### src/rtl/baf_pkg.sv
// Shared types and constants of the 2D box-average filter.
// No dependencies.
package baf_pkg;

  localparam int unsigned SAMPLE_W  = 8;
  localparam int unsigned ROW_POS_W = 16;
  localparam int unsigned CFG_IDX_W = 2;
  localparam int unsigned CFG_DATA_W = 13;
  localparam int unsigned CH_W = 3;

  typedef enum logic [CFG_IDX_W-1:0] {
    CFG_RADIUS   = 2'd0,
    CFG_CHANNELS = 2'd1,
    CFG_ROW_ELEM = 2'd2
  } cfg_idx_e;

  // controller -> datapath
  typedef struct packed {
    logic accept;
    logic line_rd;
    logic line_acc;
    logic write;
    logic hist_rd;
    logic hist_acc;
    logic div_step;
    logic load_out;
  } cmd_t;

  // datapath -> controller
  typedef struct packed {
    logic need_lines;
    logic line_last;
    logic emit;
    logic hist_last;
    logic div_last;
    logic out_busy;
  } status_t;

endpackage

### src/rtl/baf_ctrl.sv
// Sequencer of the box filter: steps one word through line reads,
// store write, column-sum taps, division and output. Depends on baf_pkg.
module baf_ctrl (
  input  logic              clk_i,
  input  logic              rst_ni,
  input  logic              in_valid_i,
  output logic              in_ready_o,
  input  baf_pkg::status_t  status_i,
  output baf_pkg::cmd_t     cmd_o
);
  import baf_pkg::*;

  typedef enum logic [7:0] {
    S_IDLE = 8'b0000_0001,
    S_LRA  = 8'b0000_0010,
    S_LRD  = 8'b0000_0100,
    S_WR   = 8'b0000_1000,
    S_HRA  = 8'b0001_0000,
    S_HRD  = 8'b0010_0000,
    S_DIV  = 8'b0100_0000,
    S_OUT  = 8'b1000_0000
  } state_e;

  state_e state_q, state_d;

  always_comb begin
    state_d = state_q;
    cmd_o   = '0;
    case (state_q)
      S_IDLE: begin
        if (in_valid_i) begin
          cmd_o.accept = 1'b1;
          state_d = S_LRA;
        end
      end
      S_LRA: begin
        if (status_i.need_lines) begin
          cmd_o.line_rd = 1'b1;
          state_d = S_LRD;
        end else begin
          state_d = S_WR;
        end
      end
      S_LRD: begin
        cmd_o.line_acc = 1'b1;
        state_d = status_i.line_last ? S_WR : S_LRA;
      end
      S_WR: begin
        cmd_o.write = 1'b1;
        state_d = status_i.emit ? S_HRA : S_IDLE;
      end
      S_HRA: begin
        cmd_o.hist_rd = 1'b1;
        state_d = S_HRD;
      end
      S_HRD: begin
        cmd_o.hist_acc = 1'b1;
        state_d = status_i.hist_last ? S_DIV : S_HRA;
      end
      S_DIV: begin
        cmd_o.div_step = 1'b1;
        if (status_i.div_last) state_d = S_OUT;
      end
      S_OUT: begin
        if (!status_i.out_busy) begin
          cmd_o.load_out = 1'b1;
          state_d = S_IDLE;
        end
      end
      default: state_d = S_IDLE;
    endcase
  end

  always_ff @(posedge clk_i or negedge rst_ni) begin
    if (!rst_ni) begin
      state_q <= S_IDLE;
    end else begin
      state_q <= state_d;
    end
  end

  assign in_ready_o = (state_q == S_IDLE);
endmodule

### config.mk
export PLATFORM = sky130hd
export DESIGN_NAME = baf_ctrl
export DESIGN_NICKNAME = d
export VERILOG_FILES = /design/src/rtl/baf_pkg.sv /design/src/rtl/baf_ctrl.sv
export SDC_FILE = /design/constraint.sdc
export NUM_CORES = 1
export LEC_CHECK = 0
export ABC_AREA = 1
export BUFFER_PORTS_ARGS = -buffer_cell sky130_fd_sc_hd__buf_2
export CAP_MARGIN = 10
export CORE_MARGIN = 2
export CORE_UTILIZATION = 43
export DETAILED_ROUTE_END_ITERATION = 16
export GPL_TIMING_DRIVEN = 1
export PLACE_DENSITY_LB_ADDON = 0.08
export SLEW_MARGIN = 0
export SYNTH_ARGS = -nofsm -noshare
export SYNTH_HDL_FRONTEND = slang
export SYNTH_SLANG_ARGS = --single-unit
### constraint.sdc
create_clock -name clk_i -period 1.11 [get_ports clk_i]
set_input_delay 0.222 -clock clk_i [delete_from_list [all_inputs] [get_ports clk_i]]
set_output_delay 0.222 -clock clk_i [all_outputs]
set_load 0.01 [all_outputs]
# Yosys cells after proc, flatten, opt, wreduce, memory -nomap -nowiden
# Cells that the tools add are included.
# op_classes
n_eq_ne,11
n_mux,19
reduce_logical,1
# ops
operator,count
$pmux W8 S8,1
$mux W8,3
$mux W1,11
$eq A8 B1 Y1 const B,1
$eq A8 B2 Y1 const B,1
$eq A8 B3 Y1 const B,1
$eq A8 B4 Y1 const B,1
$eq A8 B5 Y1 const B,1
$eq A8 B6 Y1 const B,1
$eq A8 B7 Y1 const B,1
$eq A8 B8 Y1 const B,1
$mux W4,2
$mux W7,1
$ne A2 B2 Y1 const B,3
$mux W5,1
$reduce_and A3 Y1,1
# word_totals
regBits,8
word_cells,32

# Depth between registers and ports, before layout
# Gate-level depths: netlist of run 1.
# depth
word_depth,3
ltp_mapped,8
ltp_nobuf,8

# Worst setup path after synthesis of run 1
# Ideal clock, no wire load.
# synth_path
path_kind,reg-to-output
start,register state_q[0]
end,output port cmd_o[7] (netlist name)
arrival_ps,1045
required_time_ps,888
setup_slack_ps,-157
stages_incl_launch_ff,3
path_buffers,0
path_cell_list,dfstp_2 -> nand2_1 -> nor4_1
# synth_lines
element,line,text
start: declaration,baf_ctrl.sv:24,"state_e state_q, state_d;"
start signal: assignment,baf_ctrl.sv:78,state_q <= state_d;
end: declaration,baf_ctrl.sv:9,output baf_pkg::cmd_t cmd_o

==> metrics.txt, run 1 <==
Routed WL=1.55 mm; cell area after synthesis=592 um^2; yosys warns=0; Clock Latency Late Sink=0.24 ns; post-route ant nets=0; WHS Endpoint=state_q[4]; CTS buffer count=3; first-pass GRT wire length=2.31 mm; status=finished, violations left; R2R depth=9; largest net degree at the start of global routing=9; filler instances=83; Slew Viols, Final=0; Yosys cell types=20; dominant cell type by area after synthesis=dfrtp_1; via count=640; initial antenna violation count=0; setup tns final=-4.95 ns; IR drop worst, VDD=1.17 mV; Hold Crit Start=status_i[2]; nets=134; CP Max Fanout=5; top-area cell type share of the netlist area=0.296; DR WL/cell=11.2 um; global placer's final weighted congestion=0.751; RR Startpoint=state_q[0]; DR pass1 iterations=4; critical path required time=0.89 ns; Hold Vio Cnt, Final=0; I/O pin count=18; hold path depth=2; power per cell area=1600 nW/um^2; Tcrit/Tclk final=1.42; DP Wirelength=990 um; # setup viols final=17; die area=1690 um^2; final core occ=0.820; row cnt=13; Max-slew headroom=0.800; Hold WC Path Type=in -> reg; post-route setup slack=-0.462 ns; share of layout cells above drive strength 1=0.710; CTS root buffer=clkbuf_4; Syn Area/Cell=7.05 um^2; # diodes=0; die height=41.1 um; Min Clock Period, post-route=1.57 ns; Starting Density=0.455; max FFs per register=8; RSZ-0062 raised after global routing=true; sequential element share of the synthesized area=0.340; width of the die=41.1 um; Power, Total=1.71 mW; WP data arrival=1.35 ns; total grt overflow=0; kind of critical path=reg -> out; r2r endpoint=state_q[0]; H-tree Lvls=1; Port Buffers=17; CTS tree=built; CTS Sinks=8; Area Overhead vs Synth=80.3%; synthesized instance count=84; vias per cell=4.60; f_max=0.636 GHz; aggregate global-route resource usage=0.213; slew of the pin with the lowest slew margin=0.299 ns; DRC Markers=0; Final Non-Filler Cells=139; Core Area=1300 um^2; Worst R2R Setup Slack=-0.36 ns; Clock Tree Buf Depth=2; placed insts=120; clock skew=0.00717 ns; Largest regs=state_q (8); DRT iter0 DRCs=2; Area contributors post-synth=dfrtp_1, nand2_1, nor2_1; Worst Setup Start Kind=flip-flop; failing checks=setup timing; Yosys reg bits=8; vias in the first global route=545; Worst Setup End Kind=primary output; Most flops, register=state_q; Mapped Nets=93; Static Leak=0.604 nW; Clk pin slew, worst setup/hold paths=0.06 ns; Max Cap Viol=0
-- metal layers --
metal	GRT usage	share of wire
met2	0.359	0.52
met1	0.283	0.44
met4	0.0484	0
met3	0.0326	0.046
met5	0	0
-- cells by family after synthesis --
family	share of synthesized area
AO/OA/AOI/OAI	0.0507
buffers and inverters	0.125
flip-flops	0.340
AND/OR/NAND/NOR	0.484
-- layout make-up --
type                    instances  area, um^2  share of cell area
multi-input cells              57         459               0.430
repair buffers                 36         284               0.266
flip-flops and latches          8         203               0.190
inverters                      19        76.3              0.0715
clock buffers                   4        26.3              0.0246
well taps                      15        18.8              0.0176
-- critical path: stages, from the launching register on --
cell and delay (ns):
dfstp_2 0.56, inv_2 0.06, nand2_4 0.11, nor2_8 0.05, buf_4 0.14, nand2_4 0.06, inv_2 0.03, buf_6 0.11
-- where the power goes --
group / internal (mW) / switching (mW) / total (mW)
logic: 0.489 / 0.593 / 1.08
registers: 0.358 / 0.0427 / 0.401
clock network: 0.137 / 0.0909 / 0.228
-- through the flow --
stage	hold slack (ns)	instance area, um^2	setup slack, ns
6_report	0.160	1070	-0.462
5_1_grt	0.176	1070	-0.520
4_1_cts	0.175	987	-0.384
3_5_place_dp	0.0668	769	-0.170
3_3_place_gp	0.0677	769	-0.146
2_1_floorplan	-0.0736	636	-0.0477
-- synthesized netlist by cell type --
cell,n
o21ai_1,1
o21ai_0,1
inv_2,5
nand2_2,5
dfrtp_1,7
inv_4,1
o22ai_1,1
nand3b_2,1
nor2_8,1
dfstp_2,1
nor2_1,16
nor3_2,1
nand2_4,3
a21oi_2,1
nor4_1,1
inv_1,13
nand3_2,3
nand2_1,19
a21oi_1,1
nor2_2,2
-- what timing repair did --
action	in CTS	in global routing
hold buffers	1	0
hold endpoints to repair	7	0
gates resized for setup	24	18
pin swaps	18	8
buffers inserted	11	4
endpoints found under the setup margin	14	17
-- cell usage in the layout (no fill, tap or decap) --
cell           count
nor4_4             1
inv_6              1
nor2_8             1
a21oi_2            1
nand3_2            2
nor2_1             4
o22ai_2            1
nand3b_4           1
nor2_2             8
dfrtp_1            6
dfstp_2            1
buf_6             11
nand2_2            4
o21ai_2            1
inv_1              7
o21ai_1            1
clkbuf_1           1
nor2_4             6
buf_4             12
a21oi_1            1
clkbuf_4           3
dfrtp_2            1
nand3_4            1
nand2_4            8
dlygate4sd3_1      1
inv_2             11
buf_2             12
nand2_1           15
nor3_4             1
-- how the worst max path moves through the flow --
| stage | from | to | cells past startpoint |
|---|---|---|---|
| after floorplan | state_q[7] | cmd_o[7] | 3 |
| after global placement | state_q[7] | cmd_o[7] | 4 |
| after detailed placement | state_q[7] | cmd_o[7] | 4 |
| after CTS | state_q[6] | cmd_o[2] | 6 |
| after global routing | state_q[6] | cmd_o[0] | 7 |
| final | state_q[0] | cmd_o[1] | 7 |
Power figures use the tool's default switching activity.
==> run 2: changes to the inputs <==
--- a/config.mk
+++ b/config.mk
@@ -6,11 +6,11 @@
 export NUM_CORES = 1
 export LEC_CHECK = 0
 export ABC_AREA = 1
-export BUFFER_PORTS_ARGS = -buffer_cell sky130_fd_sc_hd__buf_2
+export BUFFER_PORTS_ARGS = -buffer_cell sky130_fd_sc_hd__buf_4
 export CAP_MARGIN = 10
-export CORE_MARGIN = 2
-export CORE_UTILIZATION = 43
+export CORE_AREA = 2 2 39 41
 export DETAILED_ROUTE_END_ITERATION = 16
+export DIE_AREA = 0 0 41 43
 export GPL_TIMING_DRIVEN = 1
 export PLACE_DENSITY_LB_ADDON = 0.08
 export SLEW_MARGIN = 0
==> constraint.sdc (replaced) <==
create_clock -name clk_i -period 1.6 [get_ports clk_i]
set_input_delay 0.32 -clock clk_i [delete_from_list [all_inputs] [get_ports clk_i]]
set_output_delay 0.32 -clock clk_i [all_outputs]
set_load 0.01 [all_outputs]
==> metrics.txt, run 2 (synthesis gave the netlist of run 1 again) <==
CTS root buffer=clkbuf_4 (unchanged); WP data arrival=1.30 ns (was 1.35 ns); kind of critical path=reg -> out (unchanged); post-route setup slack=-0.0232 ns (was -0.462 ns); Clock Tree Buf Depth=2 (unchanged); Port Buffers=17 (unchanged); post-route ant nets=0 (unchanged); H-tree Lvls=1 (unchanged); CTS Sinks=8 (unchanged); Static Leak=0.510 nW (was 0.604 nW); vias in the first global route=492 (was 545); total grt overflow=0 (unchanged); Crit path largest cell delay=0.55 ns (was 0.56 ns); CTS buffer count=3 (unchanged); DRT iter0 DRCs=12 (was 2); Routed WL=1.30 mm (was 1.55 mm); Max-slew headroom=0.866 (was 0.800); DP Wirelength=981 um (was 990 um); f_max=0.616 GHz; CP max stage cell=dfstp_2 (unchanged); nets=123 (was 134); aggregate global-route resource usage=0.170 (was 0.213); crit-path cells=nand2_2 > nor4_2 > buf_4 (was inv_2 > nand2_4 > nor2_8 > buf_4 > nand2_4 > inv_2 > buf_6); Max Cap Viol=0 (unchanged); worst hold slack=0.260 ns (was 0.160 ns); via count=610 (was 640); Clk pin slew, worst setup/hold paths=0.05 ns (was 0.06 ns); I/O pin count=18 (unchanged); DR pass1 iterations=4 (unchanged); Largest regs=state_q (8) (unchanged); Tcrit/Tclk final=1.01; RSZ-0062 raised after global routing=true (unchanged); Min Clock Period, post-route=1.62 ns; final core occ=0.665 (was 0.820); initial antenna violation count=0 (unchanged); Hold WC Path Type=in -> reg (unchanged); Hold Vio Cnt, Final=0 (unchanged); share of layout cells above drive strength 1=0.611 (was 0.710); CP bufs+invs=1 (was 4); Clock Latency Late Sink=0.25 ns (was 0.24 ns); delay-heaviest family, CP=flip-flops (unchanged); Slew Viols, Final=0 (unchanged); most common cell after layout, fill and taps aside=buf_4 (was nand2_1); largest net degree at the start of global routing=9 (unchanged); clock skew=0.00515 ns (was 0.00717 ns); Most flops, register=state_q (unchanged); Worst Setup SP=state_q[0] (unchanged); Worst Setup Start Kind=flip-flop (unchanged); critical path required time=1.28 ns (was 0.89 ns); IR drop worst, VDD=0.653 mV (was 1.17 mV); Core Area=1380 um^2 (was 1300 um^2); commonest non-fill, non-tap cells in the layout=buf_4, nand2_1, inv_2, inv_1, nor2_2 (was nand2_1, buf_2, buf_4); CP Max Fanout=3 (was 5); RR Startpoint=state_q[0] (unchanged); # diodes=0 (unchanged); CTS tree=built (unchanged); row cnt=14 (was 13); first-pass GRT wire length=2.00 mm (was 2.31 mm); slew of the pin with the lowest slew margin=0.199 ns (was 0.299 ns); filler instances=121 (was 83); DP Worst Slack=0.238 ns (was -0.170 ns); status=finished, violations left (unchanged); # setup viols final=1 (was 17); die height=43 um (was 41.1 um); failing checks=setup timing (unchanged); Starting Density=0.428 (was 0.455); DRC Markers=0 (unchanged); Worst Setup End Kind=primary output (unchanged); power per cell area=1100 nW/um^2 (was 1600 nW/um^2); Area Overhead vs Synth=55.6% (was 80.3%); global placer's final weighted congestion=0.697 (was 0.751); max FFs per register=8 (unchanged); Hold Crit Start=status_i[5] (was status_i[2]); width of the die=41 um (was 41.1 um); die area=1760 um^2 (was 1690 um^2); DR WL/cell=10.0 um (was 11.2 um); vias per cell=4.73 (was 4.60)
[run 2: changes by cell type in the layout (fill, tap and decap cells not counted), moves of 3 or more]
| cell | previous run | this run |
|---|---|---|
| buf_6 | 11 | 4 |
| buf_4 | 12 | 20 |
| nor2_1 | 4 | 7 |
| buf_2 | 12 | 0 |
| nor2_4 | 6 | 3 |
[run 2: cell type report]
cell class	instances	area (um^2)	area share
flip-flops and latches	8	201	0.219
well taps	16	20.0	0.0217
repair buffers	25	205	0.223
inverters	19	76.3	0.0829
multi-input cells	57	392	0.425
clock buffers	4	26.3	0.0285
[run 2: worst paths after layout]
check / slack, ns / endpoint / cells after the start
worst max-delay path: -0.02 / cmd_o[7] / 3
worst min-delay path: 0.26 / state_q[3] / 2
worst max register to register: 0.21 / state_q[0] / 9
worst min register to register: 0.68 / state_q[3] / 4
max in group asynchronous: 0.98 / state_q[0] / 2
min in group asynchronous: 0.41 / state_q[5] / 2
[run 2: per-layer routing]
layer  global-route usage  vias to the layer above  share of wire
met2                0.247                       21           0.46
met4               0.0800                        0          0.010
met5                    0                        -              0
met3               0.0314                        2          0.066
li1                     -                      309              -
met1                0.235                      278           0.46
[run 2: report_power, final]
| part | leakage [nW] | internal (mW) | switching [mW] |
|---|---|---|---|
| clock network | 0.0150 | 0.0952 | 0.0651 |
| logic | 0.389 | 0.247 | 0.334 |
| registers | 0.107 | 0.248 | 0.0275 |
| total | 0.510 | 0.591 | 0.427 |
[run 2: through the flow]
stage / cell area (um^2) / instances / TNS [ns] / power, mW
3_5_place_dp: 739 / 117 / 0 / 0.743
3_3_place_gp: 739 / 117 / 0 / 0.738
2_1_floorplan: 592 / 84 / 0 / 0.618
4_1_cts: 818 / 126 / -0.0267 / 0.943
5_1_grt: 921 / 129 / -0.305 / 1.08
6_report: 921 / 129 / -0.0232 / 1.02
[run 2: repair_timing]
item / in CTS / in global routing
setup buffers: 4 / 3
gates resized for setup: 5 / 25
pin swaps: 3 / 6
gates cloned: 0 / 0
endpoints found under the hold margin: 7 / 0
setup endpoints to repair: 6 / 9
hold buffers: 1 / 0
==> run 3: changes to the inputs <==
--- a/config.mk
+++ b/config.mk
@@ -13,6 +13,7 @@
 export DIE_AREA = 0 0 41 43
 export GPL_TIMING_DRIVEN = 1
 export PLACE_DENSITY_LB_ADDON = 0.08
+export REMOVE_ABC_BUFFERS = 1
 export SLEW_MARGIN = 0
 export SYNTH_ARGS = -nofsm -noshare
 export SYNTH_HDL_FRONTEND = slang
==> constraint.sdc (replaced) <==
create_clock -name clk_i -period 1.6 [get_ports clk_i]
set_input_delay 0.16 -clock clk_i [delete_from_list [all_inputs] [get_ports clk_i]]
set_output_delay 0.16 -clock clk_i [all_outputs]
set_load 0.01 [all_outputs]
==> metrics.txt, run 3 (synthesis gave the netlist of run 1 again) <==
status=finished, final reports clean (was finished, violations left); Max-slew headroom=0.831 (was 0.866); Clk pin slew, worst setup/hold paths=0.05 ns (about the same); Hold WC Path Type=in -> reg (unchanged); via count=553 (was 610); width of the die=41 um (unchanged); Largest regs=state_q (8) (unchanged); I/O pin count=18 (unchanged); CP max stage cell=dfstp_2 (unchanged); die height=43 um (unchanged); CTS root buffer=clkbuf_4 (unchanged); total grt overflow=0 (unchanged); initial antenna violation count=0 (unchanged); Area Overhead vs Synth=31.9% (was 55.6%); crit-path cells=nand2_1 > nor4_1 > buf_4 (was nand2_2 > nor4_2 > buf_4); CP Max Fanout=3 (unchanged); filler instances=133 (was 121); CTS buffer count=3 (unchanged); Power, Total=0.899 mW (was 1.02 mW); Min Clock Period, post-route=1.50 ns (was 1.62 ns); fin area=781 um^2 (was 921 um^2); Tcrit/Tclk final=0.937 (was 1.01); # diodes=0 (unchanged); kind of critical path=reg -> out (unchanged); f_max=0.667 GHz (was 0.616 GHz); Core Area=1380 um^2 (unchanged); slew of the pin with the lowest slew margin=0.252 ns (was 0.199 ns); Clock Tree Buf Depth=2 (unchanged); final core occ=0.564 (was 0.665); post-route ant nets=0 (unchanged); nets=116 (was 123); H-tree Lvls=1 (unchanged); Most flops, register=state_q (unchanged); vias per cell=4.53 (was 4.73); DP Wirelength=993 um (was 981 um); CTS tree=built (unchanged); vias in the first global route=491 (was 492); IR drop worst, VDD=0.706 mV (was 0.653 mV); die area=1760 um^2 (unchanged); largest net degree at the start of global routing=9 (unchanged); # setup viols final=0 (was 1); Starting Density=0.428 (unchanged); Clock Latency Late Sink=0.25 ns (about the same); R2R depth=8 (was 9); hold path depth=2 (unchanged); clock skew=0.00145 ns (was 0.00515 ns); Worst Setup End Kind=primary output (unchanged); Hold Vio Cnt, Final=0 (unchanged); most common cell after layout, fill and taps aside=nand2_1 (was buf_4); RR Startpoint=state_q[0] (unchanged); Worst Setup Start Kind=flip-flop (unchanged); aggregate global-route resource usage=0.161 (was 0.170); Slew Viols, Final=0 (unchanged); share of layout cells above drive strength 1=0.415 (was 0.611); first-pass GRT wire length=1.90 mm (was 2.00 mm); RSZ-0062 raised after global routing=false (was true); Crit path largest cell delay=0.53 ns (was 0.55 ns); area of placed instances=739 um^2 (unchanged); CTS Sinks=8 (unchanged); DRT iter0 DRCs=2 (was 12); DR WL/cell=9.22 um (was 10.0 um); max FFs per register=8 (unchanged); setup tns final=0 ns (was -0.0232 ns); Routed WL=1.13 mm (was 1.30 mm); WP data arrival=1.34 ns (was 1.30 ns); Hold Crit Start=status_i[5] (unchanged); Port Buffers=17 (unchanged); DRC Markers=0 (unchanged); power per cell area=1150 nW/um^2 (was 1100 nW/um^2); Static Leak=0.477 nW (was 0.510 nW); Worst R2R Setup Slack=0.35 ns (was 0.21 ns); commonest non-fill, non-tap cells in the layout=nand2_1, buf_4, nor2_1 (was buf_4, nand2_1, inv_2, inv_1, nor2_2); critical path required time=1.44 ns (was 1.28 ns); row cnt=14 (unchanged); WHS Endpoint=state_q[3] (unchanged); r2r endpoint=state_q[0] (unchanged); global placer's final weighted congestion=0.700 (was 0.697); Max Cap Viol=0 (unchanged); DR pass1 iterations=3 (was 4)
-- run 3: changes by cell type in the layout (fill, tap and decap cells not counted), sizes merged --
cell	previous run	this run
buf	24	17
-- run 3: layout make-up --
cell class | instances | area [um^2] | area share
timing repair buffer | 18 | 138 | 0.176
inverter | 19 | 73.8 | 0.0946
clock buffer | 4 | 26.3 | 0.0337
sequential | 8 | 201 | 0.258
tap | 16 | 20.0 | 0.0256
multi-input combinational | 57 | 322 | 0.412
-- run 3: how the worst max path moves through the flow --
stage / startpoint / end / slack (ns) / cells past startpoint
after floorplan: state_q[0] / cmd_o[7] / 0.40 / 2
after global placement: state_q[4] / in_ready_o / 0.39 / 4
after detailed placement: state_q[0] / state_q[0] / 0.36 / 8
after CTS: state_q[4] / in_ready_o / 0.12 / 4
after global routing: state_q[6] / cmd_o[2] / 0.03 / 6
final: state_q[0] / cmd_o[7] / 0.10 / 3
-- run 3: layer usage --
layer  routed length [um]  GRT usage  share of wire  up-vias
li1                     -          -              -      293
met1                  520      0.224           0.46      242
met2                  526      0.238           0.47       16
met3                   68     0.0314          0.060        2
met4                    9     0.0600         0.0080        0
met5                    0          0              0        -
-- run 3: critical path, delay by kind of cell, from the launching register on --
| family | cells | cell delay [ns] |
|---|---|---|
| buffers and inverters | 1 | 0.17 |
| DFF | 1 | 0.53 |
| and+or+nand+nor | 2 | 0.38 |
-- run 3: timing repair --
action / in CTS / in global routing
setup endpoints to repair: 0 / 1
endpoints found under the hold margin: 8 / 0
setup buffers: 0 / 0
gates resized for setup: 0 / 1
hold buffers: 1 / 0
-- run 3: through the flow --
stage               hold slack, ns  std cells  setup slack, ns
floorplan                   -0.136         84            0.395
global placement           -0.0203        117            0.393
detailed placement         -0.0182        117            0.356
CTS                          0.103        122            0.120
global route                 0.106        122           0.0321
finish                       0.101        122            0.101
-- run 3: report_power, final --
part / switching [mW] / leakage [nW] / total [mW] / internal, mW
registers: 0.0224 / 0.107 / 0.270 / 0.248
logic: 0.279 / 0.355 / 0.469 / 0.191
clock network: 0.0645 / 0.0150 / 0.160 / 0.0951
